## src/hdl/sobel_edge_magnitude_rgb_top_defines.svh

```systemverilog
// assertion helpers for the sobel edge top file
`ifndef SOBEL_EDGE_MAGNITUDE_RGB_TOP_DEFINES_SVH
`define SOBEL_EDGE_MAGNITUDE_RGB_TOP_DEFINES_SVH

// condition holds at every edge outside reset
`define SOBM_ALWAYS(lbl, cond, msg) \
  lbl: assert property (@(posedge clk) disable iff (rst) (cond)) else $error(msg);

// antecedent implies consequent in the same cycle
`define SOBM_IMPLY(lbl, ante, cons, msg) \
  lbl: assert property (@(posedge clk) disable iff (rst) (ante) |-> (cons)) else $error(msg);

// antecedent implies consequent in the next cycle
`define SOBM_NEXT(lbl, ante, cons, msg) \
  lbl: assert property (@(posedge clk) disable iff (rst) (ante) |=> (cons)) else $error(msg);

`endif

```

## src/hdl/sobm_pkg.sv

```systemverilog
package sobm_pkg;

  // field and register widths
  localparam int PIX_BITS      = 24;
  localparam int STORE_BITS    = 2 * PIX_BITS;
  localparam int WIDTH_BITS    = 12;
  localparam int HEIGHT_BITS   = 13;
  localparam int CFG_DATA_BITS = 13;

  // register limits and reset values
  localparam int WIDTH_MIN    = 3;
  localparam int WIDTH_RESET  = 640;
  localparam int HEIGHT_MIN   = 1;
  localparam int HEIGHT_MAX   = 4096;
  localparam int HEIGHT_RESET = 480;

  // magnitude saturation
  localparam logic [7:0] MAG_MAX = 8'd255;

  // register indexes
  typedef enum logic [0:0] {
    REG_WIDTH  = 1'b0,
    REG_HEIGHT = 1'b1
  } cfg_reg_t;

  // one input beat
  typedef struct packed {
    logic [7:0] red_in;
    logic [7:0] green_in;
    logic [7:0] blue_in;
    logic       flush_item;
  } pix_beat_t;

  // one result beat
  typedef struct packed {
    logic [7:0] red_edge;
    logic [7:0] green_edge;
    logic [7:0] blue_edge;
    logic       frame_end;
  } mag_beat_t;

  // per-item control worked out at accept time
  typedef struct packed {
    logic c_zero;
    logic res_valid;
    logic top_m;
    logic bot_m;
    logic left_m;
    logic right_m;
    logic frame_end;
    logic restart;
  } item_ctl_t;

  // one channel of the 3x3 window, index col*3+row
  typedef logic [8:0][7:0] chan_win_t;

endpackage

```

## src/hdl/sobm_channel_edge.sv

```systemverilog
module sobm_channel_edge (
  input  sobm_pkg::chan_win_t win,
  output logic [7:0]          mag
);
  import sobm_pkg::*;

  logic [9:0]  gxp, gxn, gyp, gyn;
  logic [9:0]  ax, ay;
  logic [10:0] sum;
  logic [9:0]  half;

  // column and row weighted sums
  assign gxp = {2'b0, win[6]} + {1'b0, win[7], 1'b0} + {2'b0, win[8]};
  assign gxn = {2'b0, win[0]} + {1'b0, win[1], 1'b0} + {2'b0, win[2]};
  assign gyp = {2'b0, win[2]} + {1'b0, win[5], 1'b0} + {2'b0, win[8]};
  assign gyn = {2'b0, win[0]} + {1'b0, win[3], 1'b0} + {2'b0, win[6]};

  // absolute gradients
  assign ax = (gxp >= gxn) ? (gxp - gxn) : (gxn - gxp);
  assign ay = (gyp >= gyn) ? (gyp - gyn) : (gyn - gyp);

  // halve and saturate
  assign sum  = {1'b0, ax} + {1'b0, ay};
  assign half = sum[10:1];
  assign mag  = (half > {2'b0, MAG_MAX}) ? MAG_MAX : half[7:0];

endmodule

```

## config.mk

```make
export PLATFORM = sky130hd
export DESIGN_NAME = sobm_channel_edge
export DESIGN_NICKNAME = d
export VERILOG_FILES = /design/src/hdl/sobel_edge_magnitude_rgb_top_defines.svh /design/src/hdl/sobm_pkg.sv /design/src/hdl/sobm_channel_edge.sv
export SDC_FILE = /design/constraint.sdc
export NUM_CORES = 1
export LEC_CHECK = 0
export BUFFER_PORTS_ARGS = -buffer_cell sky130_fd_sc_hd__buf_2
export CORE_MARGIN = 8
export CORE_UTILIZATION = 60
export DETAILED_ROUTE_END_ITERATION = 6
export PLACE_DENSITY = 0.95
export RECOVER_POWER = 100
export SLEW_MARGIN = 20
export SYNTH_ARGS = -nofsm -noshare
export SYNTH_HDL_FRONTEND = slang
export SYNTH_SLANG_ARGS = --single-unit
export TNS_END_PERCENT = 50
```

## constraint.sdc

```tcl
create_clock -name vclk -period 8.9
set_input_delay 0.89 -clock vclk [all_inputs]
set_output_delay 0.89 -clock vclk [all_outputs]
set_load 0.02 [all_outputs]
```

Word level (Yosys, flattened, before mapping) --
Index checks and enable logic that the tools add are counted.
Word-level totals: bits in registers 0, output and inout bits 8, logic and storage cells 19
Cells by class: $add $sub $neg 13, $lt $le $gt $ge 3, mux-type cells 3
Operators with widths (count):
- 10-bit by 8-bit adder with 10-bit output | 4
- 8-bit by 9-bit adder with 10-bit output | 4
- 10-bit subtractor | 4
- 10-bit >= comparator | 2
- 10-bit two-way mux | 2
- 10-bit by 10-bit adder with 11-bit output | 1
- 10-bit by 8-bit greater-than comparator with 1-bit output, second input constant | 1
- 8-bit two-way mux | 1

Logic depth before layout (Yosys ltp) --
depth after elaboration 7, gate-level depth with buffers 28, depth with buffers taken out 26

Worst setup path after synthesis --
OpenSTA, ideal clock, no wires.
kind in2out, start point in win[49] (netlist name), end point out mag[3], data arrival time 6.305 ns, data required time 8.010 ns, slack 1.705 ns, stages 23, buffers on the path 1, cell sequence inv_1 > fa_1 > inv_1 > ha_1 > fa_1 > a21o_1 > a21oi_1 > o21ai_0 > a21oi_1 > xnor2_1 > ha_1 > clkbuf_1 > a21oi_1 > o21ai_0 > o41ai_4 > mux2_2 > fa_1 > a211oi_1 > o21bai_1 > a21oi_1 > o31a_1 > mux2_2 > o21ai_0
On the way: word-level cells in the longest chain between the ends 7
RTL lines:
- from (decl) | RTL line sobm_channel_edge.sv:2 | input sobm_pkg::chan_win_t win,
- 8-bit by 9-bit adder with 10-bit output | RTL line sobm_channel_edge.sv:13 | assign gxp = {2'b0, win[6]} + {1'b0, win[7], 1'b0} + {2'b0, win[8]};
- 10-bit by 8-bit adder with 10-bit output | RTL line sobm_channel_edge.sv:13
- 10-bit subtractor or 10-bit >= comparator (tied branches) | RTL line sobm_channel_edge.sv:19 | assign ax = (gxp >= gxn) ? (gxp - gxn) : (gxn - gxp);
- 10-bit two-way mux | RTL line sobm_channel_edge.sv:19
- 10-bit by 10-bit adder with 11-bit output (*) | RTL line sobm_channel_edge.sv:23 | assign sum = {1'b0, ax} + {1'b0, ay};
- 10-bit by 8-bit greater-than comparator with 1-bit output | RTL line sobm_channel_edge.sv:25 | assign mag = (half > {2'b0, MAG_MAX}) ? MAG_MAX : half[7:0];
- 8-bit two-way mux (*) | RTL line sobm_channel_edge.sv:25
- to (decl) | RTL line sobm_channel_edge.sv:3 | output logic [7:0] mag
Mark *: on every way between the ends. The rest lies on a longest branch, timed or not.

Worst setup path after layout --
start point in win[49] (netlist name), end point out mag[7]
The elaborated chain is that of the path after synthesis.

==> flow_summary.json <==
{
  "avgSynthCellArea_um2": 7.609,
  "outcome": "completed",
  "postRouteAntennaNets": 0,
  "ys_types": 40,
  "ctsHoldBuffers": 0,
  "regArea_um2": 0,
  "max_freq_mhz": 123.8,
  "fillCellCount": 570,
  "dieWidth_um": 99.75,
  "grt_antenna_before_repair": 0,
  "holdWs_ps": 2793,
  "worst_slew_pin_slew_ps": 767.4,
  "wire_per_inst_um": 14.35,
  "vias": 3910,
  "layout.cells.non_filler": 711,
  "drv_cap": 0,
  "cp.required_ps": 8010,
  "setup_viol": 0,
  "dieArea_um2": 9949,
  "cts-resized-gates": 0,
  "critPathMaxFanout": 9,
  "nets": 809,
  "startpoint": "win[49]",
  "ys.warnings.count": 0,
  "overflow": 0,
  "worst_hold_path_type": "in -> out",
  "post-cts-setup-buffers": 0,
  "viasPerCell": 5.499,
  "drv_slew": 0,
  "rsz0062_at_grt": "false",
  "initial_utilization_pct": 61.93,
  "ios": 80,
  "die_h_um": 99.75,
  "crit_arrival_ps": 7190,
  "criticalPathCategory": "in -> out",
  "core_um2": 6794,
  "syn_to_final_growth_pct": 10.26,
  "grt_use_total_pct": 21.31,
  "drt-initial-drc-count": 295,
  "placementRows": 30,
  "relSlewSlack_pct": 48.66,
  "finalWirelength_um": 10200,
  "setup_tns_ps": 0,
  "hold_viol_final": 0,
  "grt_pass1_wl_um": 18070,
  "post-route-min-period_ps": 8080,
  "cp-start-kind": "primary input",
  "hold_start": "win[48]",
  "ys_seq_area_share_pct": 0,
  "first_pass_iters": 5,
  "n_antenna_cell": 0,
  "min_period_over_period_pct": 90.79,
  "grt_max_degree": 11,
  "io_buffers": 72,
  "nClkBuffers": 0,
  "syn_area_um2": 4208,
  "dpl.hpwl_um": 9191,
  "worstSetupEndpointType": "output port",
  "design.seq.count": 0,
  "postSynthCellCount": 553,
  "place_inst": 711,
  "drc": 0,
  "first_global_vias": 4198,
  "gp_congestion": 0.9213,
  "syn-num-nets": 745,
  "drive_gt1_share_pct": 12.03
}
==> worst max-delay path: stages <==
cell and delay (ps):
buf_2 70, inv_1 70, fa_1 550, inv_1 50
ha_1 220, fa_1 410, a21o_1 180, a21oi_1 220
o21ai_0 160, a21oi_1 240, xnor2_1 170, ha_1 370
a21oi_1 280, o21ai_0 220, o41ai_4 660, mux2_1 470
fa_1 500, a211oi_1 290, o21bai_1 140, a2111oi_0 450
a21oi_1 110, xnor2_1 140, nand2_1 70, clkbuf_1 260
==> final cells by class <==
class	count	area, um^2	share of cell area (%)
inverters	131	491.7	10.60
repair buffers	73	361.6	7.794
multi-input cells	411	3666	79.02
well taps	96	120.1	2.589
==> layout by cell type, fill, tap and decap left out, types with 2 or more instances in the layout <==
cell	n
mux2_1	2
o22ai_1	4
nor2_1	27
o21ai_0	20
a21boi_0	2
nand3_1	13
nor2b_1	4
clkbuf_1	5
o221ai_1	3
buf_2	67
a31oi_1	8
inv_1	131
o41a_1	4
o21bai_1	5
fa_1	37
a211oi_1	4
xnor2_1	31
nand2_1	29
ha_1	83
mux2i_1	11
a21oi_1	44
nand2b_1	3
nor3_1	9
nand4_1	4
xor2_1	19
o211ai_1	7
a21o_1	25
==> per-layer routing <==
layer,wire [um],share of wire (%),GRT usage [%],vias up
li1,-,-,-,1955
met1,4483,44,25.68,1801
met2,4868,48,38.69,133
met3,539,5.3,2.304,21
met4,308,3.0,5.821,0
met5,0,0,0,-
==> path summary, 6_finish.rpt <==
kind | end | slack [ps] | cells after the start
worst max-delay path | mag[7] | 820 | 24
worst min-delay path | mag[2] | 2790 | 8
==> cell usage after synthesis, types with 2 or more instances <==
master,number,area (um^2)
nor3_1,9,45.04
o21bai_1,5,37.54
a31oi_1,8,50.05
nor2_1,27,101.4
nor2b_1,4,25.02
a21oi_1,44,220.2
o41a_1,4,45.04
clkbuf_1,9,33.78
nand3_1,13,65.06
o22ai_1,4,25.02
fa_1,37,740.7
ha_1,83,1039
a21o_1,25,187.7
nand4_1,4,25.02
o21ai_0,20,100.1
xnor2_1,31,271.5
nand2_1,29,108.9
mux2i_1,11,110.1
inv_1,131,491.7
o211ai_1,7,52.55
o221ai_1,3,26.28
a21boi_0,2,15.01
mux2_2,3,33.78
a211oi_1,4,30.03
xor2_1,19,166.4
nand2b_1,3,18.77
==> logic make-up after synthesis <==
family                   synth area share, %
multiplexers                           3.420
adder cells (fa/ha/maj)                42.28
AND/OR/NAND/NOR                        10.02
AO/OA/AOI/OAI                          20.99
XOR/XNOR                               10.41
buffers and inverters                  12.88
==> metrics by stage <==
stage	worst slack, ps	utilization, %	cell area [um^2]
2_1_floorplan	1705	-	4208
3_3_place_gp	1104	68.38	4646
3_5_place_dp	1032	68.38	4646
4_1_cts	992.3	68.38	4646
5_1_grt	363.5	68.29	4639
6_report	820.1	68.29	4639
Power is left out: the tool's default activity adds up to more than one toggle a clock period on the data nets, which glitch-free logic cannot reach.
